[src/design/dss_pkg.sv]
// Shared types and constants of the delimiter string splitter.
`default_nettype none

package dss_pkg;

  localparam int unsigned BYTE_W      = 8;
  localparam int unsigned CFG_DATA_W  = 64;
  localparam int unsigned CFG_INDEX_W = 2;
  localparam int unsigned MODE_W      = 2;
  localparam int unsigned DLEN_W      = 4;
  localparam int unsigned QUEUE_DEPTH = 2;

  // Split modes; the unused code behaves as per-byte mode
  localparam logic [MODE_W-1:0] MODE_LITERAL = 2'd0;
  localparam logic [MODE_W-1:0] MODE_BLANK   = 2'd1;
  localparam logic [MODE_W-1:0] MODE_BYTE    = 2'd2;

  // Register indexes on the write port
  localparam logic [CFG_INDEX_W-1:0] REG_SPLIT_MODE  = 2'd0;
  localparam logic [CFG_INDEX_W-1:0] REG_DELIM_LEN   = 2'd1;
  localparam logic [CFG_INDEX_W-1:0] REG_DELIM_BYTES = 2'd2;

  // Blank characters
  localparam logic [BYTE_W-1:0] CH_SPACE = 8'h20;
  localparam logic [BYTE_W-1:0] CH_TAB   = 8'h09;

  // Reset value of the delimiter length register
  localparam logic [DLEN_W-1:0] DLEN_RESET = 4'd1;

  // Control flags of one queue entry
  typedef struct packed {
    logic has_cut;
    logic has_end;
    logic ovf;
  } seg_flags_t;

endpackage

`default_nettype wire

[src/design/dss_front.sv]
// Front end: accepts byte beats, tracks string state and classifies cuts.
`default_nettype none

module dss_front #(
  parameter int unsigned POSITION_WIDTH = 16,
  parameter int unsigned MAX_DELIMITER  = 8
) (
  input  wire logic                                        clk_i,
  input  wire logic                                        rst_ni,
  input  wire logic                                        in_valid_i,
  output logic                                             in_ready_o,
  input  wire logic [dss_pkg::BYTE_W-1:0]                  data_byte_i,
  input  wire logic                                        byte_present_i,
  input  wire logic                                        string_end_i,
  input  wire logic [dss_pkg::MODE_W-1:0]                  mode_i,
  input  wire logic [dss_pkg::DLEN_W-1:0]                  dlen_i,
  input  wire logic [MAX_DELIMITER*dss_pkg::BYTE_W-1:0]    delim_i,
  input  wire logic                                        q_full_i,
  output logic                                             push_o,
  output dss_pkg::seg_flags_t                              flags_o,
  output logic [POSITION_WIDTH-1:0]                        cut_start_o,
  output logic [POSITION_WIDTH-1:0]                        cut_len_o,
  output logic [POSITION_WIDTH-1:0]                        end_start_o,
  output logic [POSITION_WIDTH-1:0]                        end_len_o
);

  localparam int unsigned PW = POSITION_WIDTH;
  localparam int unsigned WW = MAX_DELIMITER * dss_pkg::BYTE_W;
  localparam logic [PW-1:0] POS_MAX = {PW{1'b1}};

  logic [WW-1:0]                   recent_q, recent_d;
  logic [PW-1:0]                   pos_q, pos_d;
  logic [PW-1:0]                   start_q, start_d;
  logic                            ovf_q, ovf_d;

  logic                            accept;
  logic                            at_max;
  logic [PW-1:0]                   next_pos;
  logic                            ovf_mid;
  logic [WW+dss_pkg::BYTE_W-1:0]   shifted;
  logic [WW-1:0]                   recent_new;
  logic [dss_pkg::DLEN_W-1:0]      d_eff;
  logic [PW-1:0]                   d_wide;
  logic [MAX_DELIMITER-1:0]        match_vec;
  logic                            match;
  logic [PW-1:0]                   cnt;
  logic [PW-1:0]                   before_pos;
  logic [PW-1:0]                   blank_len;
  logic                            is_blank;
  logic                            cut;
  logic [PW-1:0]                   cut_len;
  logic [PW-1:0]                   start_mid;
  logic [PW-1:0]                   pos_mid;

  assign in_ready_o = !q_full_i;
  assign accept     = in_valid_i && in_ready_o;

  // Advance the position, saturating at the top of the offset range
  assign at_max   = (pos_q == POS_MAX);
  assign next_pos = at_max ? pos_q : pos_q + PW'(1);
  assign ovf_mid  = ovf_q || (byte_present_i && at_max);

  // Shift the new byte into the window, newest in the lowest byte
  assign shifted    = {recent_q, data_byte_i};
  assign recent_new = shifted[WW-1:0];

  // Clamp the delimiter length into 1..MAX_DELIMITER
  always_comb begin
    d_eff = dlen_i;
    if (dlen_i == '0) begin
      d_eff = dss_pkg::DLEN_W'(1);
    end else if (dlen_i > dss_pkg::DLEN_W'(MAX_DELIMITER)) begin
      d_eff = dss_pkg::DLEN_W'(MAX_DELIMITER);
    end
  end
  assign d_wide = PW'(d_eff);

  // Compare the window against the delimiter for every possible length
  always_comb begin
    for (int dd = 1; dd <= MAX_DELIMITER; dd++) begin
      match_vec[dd-1] = 1'b1;
      for (int k = 0; k < dd; k++) begin
        if (recent_new[dss_pkg::BYTE_W*k +: dss_pkg::BYTE_W] !=
            delim_i[dss_pkg::BYTE_W*(dd-1-k) +: dss_pkg::BYTE_W]) begin
          match_vec[dd-1] = 1'b0;
        end
      end
    end
  end

  // Pick the match for the active length
  always_comb begin
    match = 1'b0;
    for (int dd = 1; dd <= MAX_DELIMITER; dd++) begin
      if (d_eff == dss_pkg::DLEN_W'(dd)) begin
        match = match_vec[dd-1];
      end
    end
  end

  // Segment byte counts, saturating at zero
  assign cnt        = (next_pos > start_q) ? next_pos - start_q : '0;
  assign before_pos = (next_pos != '0) ? next_pos - PW'(1) : '0;
  assign blank_len  = (before_pos > start_q) ? before_pos - start_q : '0;
  assign is_blank   = (data_byte_i == dss_pkg::CH_SPACE) ||
                      (data_byte_i == dss_pkg::CH_TAB);

  // Classify the byte by split mode
  always_comb begin
    cut     = 1'b0;
    cut_len = cnt;
    case (mode_i)
      dss_pkg::MODE_LITERAL: begin
        cut     = (cnt >= d_wide) && match;
        cut_len = cnt - d_wide;
      end
      dss_pkg::MODE_BLANK: begin
        cut     = is_blank;
        cut_len = blank_len;
      end
      default: begin
        cut     = 1'b1;
        cut_len = cnt;
      end
    endcase
    cut = cut && byte_present_i;
  end

  // State as seen by the trailing segment
  assign start_mid = cut ? next_pos : start_q;
  assign pos_mid   = byte_present_i ? next_pos : pos_q;

  // Hand results to the queue
  assign push_o          = accept && (cut || string_end_i);
  assign flags_o.has_cut = cut;
  assign flags_o.has_end = string_end_i;
  assign flags_o.ovf     = ovf_mid;
  assign cut_start_o     = start_q;
  assign cut_len_o       = cut_len;
  assign end_start_o     = start_mid;
  assign end_len_o       = (pos_mid > start_mid) ? pos_mid - start_mid : '0;

  // Update string state; string end clears it
  always_comb begin
    recent_d = recent_q;
    pos_d    = pos_q;
    start_d  = start_q;
    ovf_d    = ovf_q;
    if (accept) begin
      if (string_end_i) begin
        recent_d = '0;
        pos_d    = '0;
        start_d  = '0;
        ovf_d    = 1'b0;
      end else if (byte_present_i) begin
        recent_d = recent_new;
        pos_d    = next_pos;
        start_d  = start_mid;
        ovf_d    = ovf_mid;
      end
    end
  end

  always_ff @(posedge clk_i or negedge rst_ni) begin
    if (!rst_ni) begin
      recent_q <= '0;
      pos_q    <= '0;
      start_q  <= '0;
      ovf_q    <= 1'b0;
    end else begin
      recent_q <= recent_d;
      pos_q    <= pos_d;
      start_q  <= start_d;
      ovf_q    <= ovf_d;
    end
  end

endmodule

`default_nettype wire

[src/design/dss_queue.sv]
// Short queue between the front end and the result stage.
`default_nettype none

module dss_queue #(
  parameter int unsigned DATA_W = 67
) (
  input  wire logic              clk_i,
  input  wire logic              rst_ni,
  input  wire logic              push_i,
  input  wire logic [DATA_W-1:0] push_data_i,
  output logic                   full_o,
  input  wire logic              pop_i,
  output logic                   valid_o,
  output logic [DATA_W-1:0]      pop_data_o
);

  localparam int unsigned DEPTH = dss_pkg::QUEUE_DEPTH;
  localparam int unsigned PTR_W = (DEPTH > 1) ? $clog2(DEPTH) : 1;
  localparam int unsigned CNT_W = $clog2(DEPTH + 1);

  logic [DATA_W-1:0] slot_q [DEPTH];
  logic [PTR_W-1:0]  wr_ptr_q, wr_ptr_d;
  logic [PTR_W-1:0]  rd_ptr_q, rd_ptr_d;
  logic [CNT_W-1:0]  count_q, count_d;
  logic              do_push;
  logic              do_pop;

  assign full_o     = (count_q == CNT_W'(DEPTH));
  assign valid_o    = (count_q != '0);
  assign pop_data_o = slot_q[rd_ptr_q];
  assign do_push    = push_i && !full_o;
  assign do_pop     = pop_i && valid_o;

  // Advance pointers with wrap at the queue depth
  always_comb begin
    wr_ptr_d = wr_ptr_q;
    rd_ptr_d = rd_ptr_q;
    count_d  = count_q;
    if (do_push) begin
      wr_ptr_d = (wr_ptr_q == PTR_W'(DEPTH - 1)) ? '0 : wr_ptr_q + PTR_W'(1);
    end
    if (do_pop) begin
      rd_ptr_d = (rd_ptr_q == PTR_W'(DEPTH - 1)) ? '0 : rd_ptr_q + PTR_W'(1);
    end
    if (do_push && !do_pop) begin
      count_d = count_q + CNT_W'(1);
    end else if (do_pop && !do_push) begin
      count_d = count_q - CNT_W'(1);
    end
  end

  always_ff @(posedge clk_i or negedge rst_ni) begin
    if (!rst_ni) begin
      wr_ptr_q <= '0;
      rd_ptr_q <= '0;
      count_q  <= '0;
    end else begin
      wr_ptr_q <= wr_ptr_d;
      rd_ptr_q <= rd_ptr_d;
      count_q  <= count_d;
    end
  end

  // Store the entry
  always_ff @(posedge clk_i) begin
    if (do_push) begin
      slot_q[wr_ptr_q] <= push_data_i;
    end
  end

endmodule

`default_nettype wire

[src/design/dss_back.sv]
// Result stage: turns queue entries into one or two output beats.
`default_nettype none

module dss_back #(
  parameter int unsigned POSITION_WIDTH = 16
) (
  input  wire logic                      clk_i,
  input  wire logic                      rst_ni,
  input  wire logic                      q_valid_i,
  output logic                           q_pop_o,
  input  wire dss_pkg::seg_flags_t       flags_i,
  input  wire logic [POSITION_WIDTH-1:0] cut_start_i,
  input  wire logic [POSITION_WIDTH-1:0] cut_len_i,
  input  wire logic [POSITION_WIDTH-1:0] end_start_i,
  input  wire logic [POSITION_WIDTH-1:0] end_len_i,
  output logic                           out_valid_o,
  input  wire logic                      out_ready_i,
  output logic [POSITION_WIDTH-1:0]      segment_start_o,
  output logic [POSITION_WIDTH-1:0]      segment_length_o,
  output logic                           final_segment_o,
  output logic                           overflow_o
);

  localparam int unsigned PW = POSITION_WIDTH;

  logic          out_valid_q, out_valid_d;
  logic [PW-1:0] out_start_q, out_start_d;
  logic [PW-1:0] out_len_q, out_len_d;
  logic          out_final_q, out_final_d;
  logic          out_ovf_q, out_ovf_d;
  logic          pend_q, pend_d;
  logic [PW-1:0] pend_start_q, pend_start_d;
  logic [PW-1:0] pend_len_q, pend_len_d;
  logic          pend_ovf_q, pend_ovf_d;
  logic          load_ok;

  assign load_ok = !out_valid_q || out_ready_i;
  assign q_pop_o = load_ok && !pend_q && q_valid_i;

  // Load the output register: pending trailing segment first, then the queue
  always_comb begin
    out_valid_d  = out_valid_q;
    out_start_d  = out_start_q;
    out_len_d    = out_len_q;
    out_final_d  = out_final_q;
    out_ovf_d    = out_ovf_q;
    pend_d       = pend_q;
    pend_start_d = pend_start_q;
    pend_len_d   = pend_len_q;
    pend_ovf_d   = pend_ovf_q;
    if (load_ok) begin
      if (pend_q) begin
        out_valid_d = 1'b1;
        out_start_d = pend_start_q;
        out_len_d   = pend_len_q;
        out_final_d = 1'b1;
        out_ovf_d   = pend_ovf_q;
        pend_d      = 1'b0;
      end else if (q_valid_i) begin
        out_valid_d  = 1'b1;
        out_ovf_d    = flags_i.ovf;
        pend_start_d = end_start_i;
        pend_len_d   = end_len_i;
        pend_ovf_d   = flags_i.ovf;
        if (flags_i.has_cut) begin
          out_start_d = cut_start_i;
          out_len_d   = cut_len_i;
          out_final_d = 1'b0;
          pend_d      = flags_i.has_end;
        end else begin
          out_start_d = end_start_i;
          out_len_d   = end_len_i;
          out_final_d = 1'b1;
        end
      end else begin
        out_valid_d = 1'b0;
      end
    end
  end

  always_ff @(posedge clk_i or negedge rst_ni) begin
    if (!rst_ni) begin
      out_valid_q <= 1'b0;
      pend_q      <= 1'b0;
    end else begin
      out_valid_q <= out_valid_d;
      pend_q      <= pend_d;
    end
  end

  // Payload holds without reset
  always_ff @(posedge clk_i) begin
    out_start_q  <= out_start_d;
    out_len_q    <= out_len_d;
    out_final_q  <= out_final_d;
    out_ovf_q    <= out_ovf_d;
    pend_start_q <= pend_start_d;
    pend_len_q   <= pend_len_d;
    pend_ovf_q   <= pend_ovf_d;
  end

  assign out_valid_o      = out_valid_q;
  assign segment_start_o  = out_start_q;
  assign segment_length_o = out_len_q;
  assign final_segment_o  = out_final_q;
  assign overflow_o       = out_ovf_q;

endmodule

`default_nettype wire

[src/design/delimiter_string_splitter_unit.sv]
// A result beat passes the queue and then the result register once its input beat
// is accepted. Throughput: one input beat per cycle while the queue is not full;
// an item that yields both a cut and the trailing segment gives two result beats,
// and a run of such items holds back the input once the two-entry queue fills.
// Reset: asynchronous, active low; clears string state, queue, result stage,
// and loads the registers with mode literal, delimiter length 1, delimiter 0.
`default_nettype none

module delimiter_string_splitter_unit #(
  parameter int unsigned POSITION_WIDTH = 16,
  parameter int unsigned MAX_DELIMITER  = 8
) (
  input  wire logic                               clk_i,
  input  wire logic                               rst_ni,
  input  wire logic                               in_valid_i,
  output logic                                    in_ready_o,
  input  wire logic [dss_pkg::BYTE_W-1:0]         data_byte_i,
  input  wire logic                               byte_present_i,
  input  wire logic                               string_end_i,
  output logic                                    out_valid_o,
  input  wire logic                               out_ready_i,
  output logic [POSITION_WIDTH-1:0]               segment_start_o,
  output logic [POSITION_WIDTH-1:0]               segment_length_o,
  output logic                                    final_segment_o,
  output logic                                    overflow_o,
  input  wire logic                               cfg_we_i,
  input  wire logic [dss_pkg::CFG_INDEX_W-1:0]    cfg_index_i,
  input  wire logic [dss_pkg::CFG_DATA_W-1:0]     cfg_wdata_i
);

  localparam int unsigned PW     = POSITION_WIDTH;
  localparam int unsigned WW     = MAX_DELIMITER * dss_pkg::BYTE_W;
  localparam int unsigned FLAG_W = $bits(dss_pkg::seg_flags_t);
  localparam int unsigned QW     = FLAG_W + 4 * PW;

  logic [dss_pkg::MODE_W-1:0] mode_q;
  logic [dss_pkg::DLEN_W-1:0] dlen_q;
  logic [WW-1:0]              delim_q;

  logic                       q_full;
  logic                       q_push;
  logic                       q_pop;
  logic                       q_valid;
  dss_pkg::seg_flags_t        push_flags;
  dss_pkg::seg_flags_t        pop_flags;
  logic [PW-1:0]              push_cut_start, push_cut_len;
  logic [PW-1:0]              push_end_start, push_end_len;
  logic [PW-1:0]              pop_cut_start, pop_cut_len;
  logic [PW-1:0]              pop_end_start, pop_end_len;
  logic [QW-1:0]              push_data;
  logic [QW-1:0]              pop_data;

  // Configuration registers
  always_ff @(posedge clk_i or negedge rst_ni) begin
    if (!rst_ni) begin
      mode_q  <= dss_pkg::MODE_LITERAL;
      dlen_q  <= dss_pkg::DLEN_RESET;
      delim_q <= '0;
    end else if (cfg_we_i) begin
      case (cfg_index_i)
        dss_pkg::REG_SPLIT_MODE:  mode_q  <= cfg_wdata_i[dss_pkg::MODE_W-1:0];
        dss_pkg::REG_DELIM_LEN:   dlen_q  <= cfg_wdata_i[dss_pkg::DLEN_W-1:0];
        dss_pkg::REG_DELIM_BYTES: delim_q <= cfg_wdata_i[WW-1:0];
        default: ;
      endcase
    end
  end

  dss_front #(
    .POSITION_WIDTH (POSITION_WIDTH),
    .MAX_DELIMITER  (MAX_DELIMITER)
  ) u_front (
    .clk_i          (clk_i),
    .rst_ni         (rst_ni),
    .in_valid_i     (in_valid_i),
    .in_ready_o     (in_ready_o),
    .data_byte_i    (data_byte_i),
    .byte_present_i (byte_present_i),
    .string_end_i   (string_end_i),
    .mode_i         (mode_q),
    .dlen_i         (dlen_q),
    .delim_i        (delim_q),
    .q_full_i       (q_full),
    .push_o         (q_push),
    .flags_o        (push_flags),
    .cut_start_o    (push_cut_start),
    .cut_len_o      (push_cut_len),
    .end_start_o    (push_end_start),
    .end_len_o      (push_end_len)
  );

  // Pack and unpack queue entries
  assign push_data = {push_flags, push_cut_start, push_cut_len, push_end_start, push_end_len};
  assign {pop_flags, pop_cut_start, pop_cut_len, pop_end_start, pop_end_len} = pop_data;

  dss_queue #(
    .DATA_W (QW)
  ) u_queue (
    .clk_i       (clk_i),
    .rst_ni      (rst_ni),
    .push_i      (q_push),
    .push_data_i (push_data),
    .full_o      (q_full),
    .pop_i       (q_pop),
    .valid_o     (q_valid),
    .pop_data_o  (pop_data)
  );

  dss_back #(
    .POSITION_WIDTH (POSITION_WIDTH)
  ) u_back (
    .clk_i            (clk_i),
    .rst_ni           (rst_ni),
    .q_valid_i        (q_valid),
    .q_pop_o          (q_pop),
    .flags_i          (pop_flags),
    .cut_start_i      (pop_cut_start),
    .cut_len_i        (pop_cut_len),
    .end_start_i      (pop_end_start),
    .end_len_i        (pop_end_len),
    .out_valid_o      (out_valid_o),
    .out_ready_i      (out_ready_i),
    .segment_start_o  (segment_start_o),
    .segment_length_o (segment_length_o),
    .final_segment_o  (final_segment_o),
    .overflow_o       (overflow_o)
  );

endmodule

`default_nettype wire

[config.mk]
export PLATFORM = sky130hd
export DESIGN_NAME = delimiter_string_splitter_unit
export DESIGN_NICKNAME = d
export VERILOG_FILES = /design/src/design/dss_pkg.sv /design/src/design/dss_front.sv /design/src/design/dss_queue.sv /design/src/design/dss_back.sv /design/src/design/delimiter_string_splitter_unit.sv
export SDC_FILE = /design/constraint.sdc
export NUM_CORES = 1
export LEC_CHECK = 0
export BUFFER_PORTS_ARGS = -buffer_cell sky130_fd_sc_hd__buf_4
export CORE_MARGIN = 8
export CORE_UTILIZATION = 56
export CTS_BUF_LIST = sky130_fd_sc_hd__clkbuf_16
export DETAILED_ROUTE_END_ITERATION = 7
export GPL_TIMING_DRIVEN = 0
export PLACE_DENSITY = 0.86
export SYNTH_ARGS = -nofsm -noshare
export SYNTH_HDL_FRONTEND = slang
export SYNTH_HIERARCHICAL = 1
export SYNTH_SLANG_ARGS = --single-unit
export TNS_END_PERCENT = 30
[constraint.sdc]
create_clock -name clk_i -period 7.72 [get_ports clk_i]
set_input_delay 1.544 -clock clk_i [delete_from_list [all_inputs] [get_ports clk_i]]
set_output_delay 1.544 -clock clk_i [all_outputs]
set_load 0.02 [all_outputs]
==> metrics.md <==
| Metric | Value |
|---|---|
| Topmost layer with routed signal wires | met4 |
| Initial Utilization | a little under three fifths |
| Initial antenna violation count | 0 |
| Syn Area/Cell | between 10 and 15 µm² |
| CTS Hold Bufs | 0 |
| Status | finished with violations |
| Layout Nets | 2,318 |
| Switching power | 4.25 mW |
| Critical path destination | u_queue/slot_q[0][12] |
| Max stage delay cell, worst path | or4_4 |
| Core area | approximately 39,000 µm² |
| CTS max path bufs | 3 |
| Crit Path Max Fanout | 10 |
| Syn Nets | 2,075 |
| Max-slew violations | 0 |
| Total stage count of the critical path | 35 |
| Cell Area, Synth | 22,200 µm² |
| Layout cells sized above 1 | between 20% and 30% |
| Critical path class | flip-flop to flip-flop |
| Tot Pwr | between 10 and 15 mW |
| CP endpoint kind | flip-flop |
| Reg clk slew, reported paths | 0.06 ns |
| Die Y | about 220 µm |
| Via Count | roughly 18,000 |
| Largest delay share family, worst path | compound AO/OA/AOI/OAI gates |
| Cells on Worst Hold Path | 1 |
| Met2 wire length | 33.7 mm |
| R2R depth | 35 |
| Final Hold Vio Count | 0 |
| Fin crit share | 102% |
| First-pass GRT wire length | 107 mm |
| Peak VDD IR | 0.213 mV |
| CTS tree | yes |
| Routed len/inst | 27.2 µm |
| Internal | 6.18 mW |
| Static Leak | about 11 nW |
| Clk root buf | clkbuf_16 |
| Half-perimeter wire length after placement | 51.4 mm |
| WL final | 74.1 mm |
| Syn Inst Count | ~1,900 |
| Predominant post-synthesis flop cell | edfxtp_1 |
| Area grow syn2layout | 19.0% |
| Die Footprint | 46,400 µm² |
| 1st-iter DRT viols | ~2,400 |
| Grt total ovfl | 0 |
| Worst Skew | 0.0193 ns |
| Final GP Congestion | 0.988 |
| Clock power share | around 17% |
| Yosys warns | 6 |
| Via/cell ratio | 6.44 |
| Total CTS buffers | 38 |
| Setup_tns | -3.56 ns |
| Gate power share | 54.0% |
| WP data arrival | 8.15 ns |
| Crit path from | u_front/pos_q[8] |
| Post-route ant nets | 0 |
| Fillcell total | between 2,000 and 3,000 |
| Sw frac | 40.7% |
| Routed met1 length | 30.0 mm |
| # IOs | 117 |
| Num rows | 73 |
| Asr flop ratio synth | 45.1% |
| Seq/Total Area, Yosys | 45.7% |
| All-Layer GR Usage | 30.2% |
| Number of synthesized flops with an enable pin | 201 |
| Met3 WL | about 6.7 mm |
| Yosys cell types | between 80 and 90 |
| Worst slew pin tran | 1.13 ns |
| Min Clock Period, post-route | between 7 and 8 ns |
| Reg-to-reg endpoint | u_queue/slot_q[0][12] |
| FMAX | 0.127 GHz |
| Register bit total from synthesis | 366 |
| Worst r2r src | u_front/pos_q[8] |
| Hold WC Path Type | flip-flop to flip-flop |
| Residual DRC | 0 |
| Max_slew headroom | 24.6% |
| CP required | 8.01 ns |
| Diodes inserted | 0 |
| Max-cap viol count | 0 |
| TritonCTS Sinks | 366 |
| Post-route setup slack | -0.131 ns |
| Port bufs | approximately 110 |
| Violated checks | setup timing |
| Flop pwr share | 29.5% |
| First-pass DRT Iterations | 6 |
| Vias in the first global route | between 15,000 and 20,000 |
| Final Setup Violations | 32 |
| Buffers & Inverters on Critical Path | 7 |
| Crit-path max cell delay | 0.58 ns |
| CTS H-tree depth | 2 |
| Cell Pwr Density | slightly below 400 nW/µm² |
| R2r setup slk | -0.13 ns |
| Startpoint type of the worst setup path | flip-flop |
| Die Span X | 215 µm |
| Clock network latency to the later pin of the worst-skew pair | 0.56 ns |
| Largest net degree at the start of global routing | 102 |
synthesized netlist by cell type, types with 8 or more instances:
cell / number / area [µm²]
a22o_1: 72 / 631
mux2_2: 78 / 878
a21oi_1: 49 / 245
ha_1: 56 / 701
nor3_1: 23 / 115
a31oi_1: 12 / 75.1
nor4_1: 42 / 263
o21a_1: 10 / 75.1
buf_4: 10 / 75.1
or3_1: 9 / 56.3
nor2_1: 88 / 330
mux2_4: 80 / 1200
clkbuf_1: 86 / 323
and2_1: 8 / 50.1
nand2_1: 87 / 327
inv_1: 40 / 150
o21ai_0: 36 / 180
buf_12: 9 / 180
xor2_1: 146 / 1280
nor2b_1: 12 / 75.1
edfxtp_1: 201 / 6040
o21ai_1: 29 / 145
a32o_1: 16 / 160
xnor2_1: 211 / 1850
nand3_1: 30 / 150
nand4_1: 58 / 363
buf_2: 16 / 80.1
and3_1: 13 / 81.3
o221ai_1: 8 / 70.1
dfrtp_1: 164 / 4100
buf_1: 26 / 97.6
mux2i_1: 55 / 551
a21o_1: 25 / 188
nand2b_1: 14 / 87.6
metal layers:
layer | GRT usage [%] | vias up
met3 | 5.93 | 257
met1 | 39.8 | 8705
met5 | 0 | -
met2 | 48.0 | 1082
li1 | - | 7521
met4 | 13.6 | 0
worst min path at each step:
| stage | slack [ns] | startpoint | end |
|---|---|---|---|
| 2_1_floorplan | 0.46 | u_queue/count_q[1] | u_queue/count_q[1] |
| 3_3_place_gp | 0.47 | u_queue/count_q[1] | u_queue/count_q[1] |
| 3_5_place_dp | 0.49 | delim_q[15] | delim_q[15] |
| 4_1_cts | 0.51 | u_queue/count_q[1] | u_queue/count_q[1] |
| 5_1_grt | 0.53 | delim_q[18] | delim_q[18] |
| 6_report | 0.51 | u_queue/count_q[1] | u_queue/count_q[1] |
flip-flops by register name, summed over array words and instances, names as in the netlist, 2 cells and up:
signal,cells
u_back/pend_len_q,16
delim_q,64
u_queue/slot_q,134
u_front/recent_q,56
u_front/cut_start_o,16
u_queue/count_q,2
u_back/segment_start_o,16
u_back/pend_start_q,16
u_front/pos_q,16
mode_q,2
u_back/segment_length_o,16
dlen_q,4
power by group through the flow:
stage               logic (mW)  registers, mW  clock network (mW)
finish                    5.63           3.08                1.72
global placement          4.79           3.09                   0
CTS                       5.31           3.07                1.74
floorplan                 3.45           3.14                   0
global route              5.97           3.11                1.81
detailed placement        4.94           3.10                   0
per-stage QoR:
stage	util (%)	worst slack (ns)	area, µm²	std cells	hold slack, ns
global placement	60.2	-2.37	23700	2570	0.473
floorplan	-	-0.258	22200	1934	0.456
CTS	65.4	0.0233	25800	2678	0.508
global route	67.1	-0.227	26500	2729	0.525
finish	67.1	-0.131	26500	2729	0.510
detailed placement	60.5	-2.55	23900	2575	0.495
area by class of cell:
cell class              count  area [µm²]  share of cell area [%]
plain buffers             148         875                    3.30
clock buffers              39         976                    3.69
clock inverters            28         171                   0.647
inverters                  41         156                   0.591
multi-input cells        1369       11700                    44.4
flip-flops and latches    366       10200                    38.5
well taps                 525         657                    2.48
repair buffers            213        1720                    6.49
cell families after synthesis:
kind of cell,after synthesis,share of synthesized area (%)
AOI/OAI and AO/OA,321,10.4
xor gates and xnor gates,357,14.1
adders and majority gates,60,3.51
buffers and inverters,199,4.62
DFF,366,45.7
muxes,215,11.9
and+or+nand+nor,416,9.76
cells in the final DEF (no fill, tap or decap), drive strengths merged, types with 30 or more instances in the layout:
cell type,count
dfrtp,164
nand4,59
buf,279
nor4,43
a22o,72
ha,56
xor2,146
mux2,159
nand3,30
mux2i,56
clkbuf,121
nor2,88
xnor2,211
inv,52
a21oi,49
edfxtp,201
nand2,87
o21ai,66
repair_timing:
item,CTS,global route
gates cloned,1,0
resized for setup,95,83
buffers inserted,39,57
pin swaps,24,42
setup endpoints to repair,32,32
(Power assumes the default switching activity.)
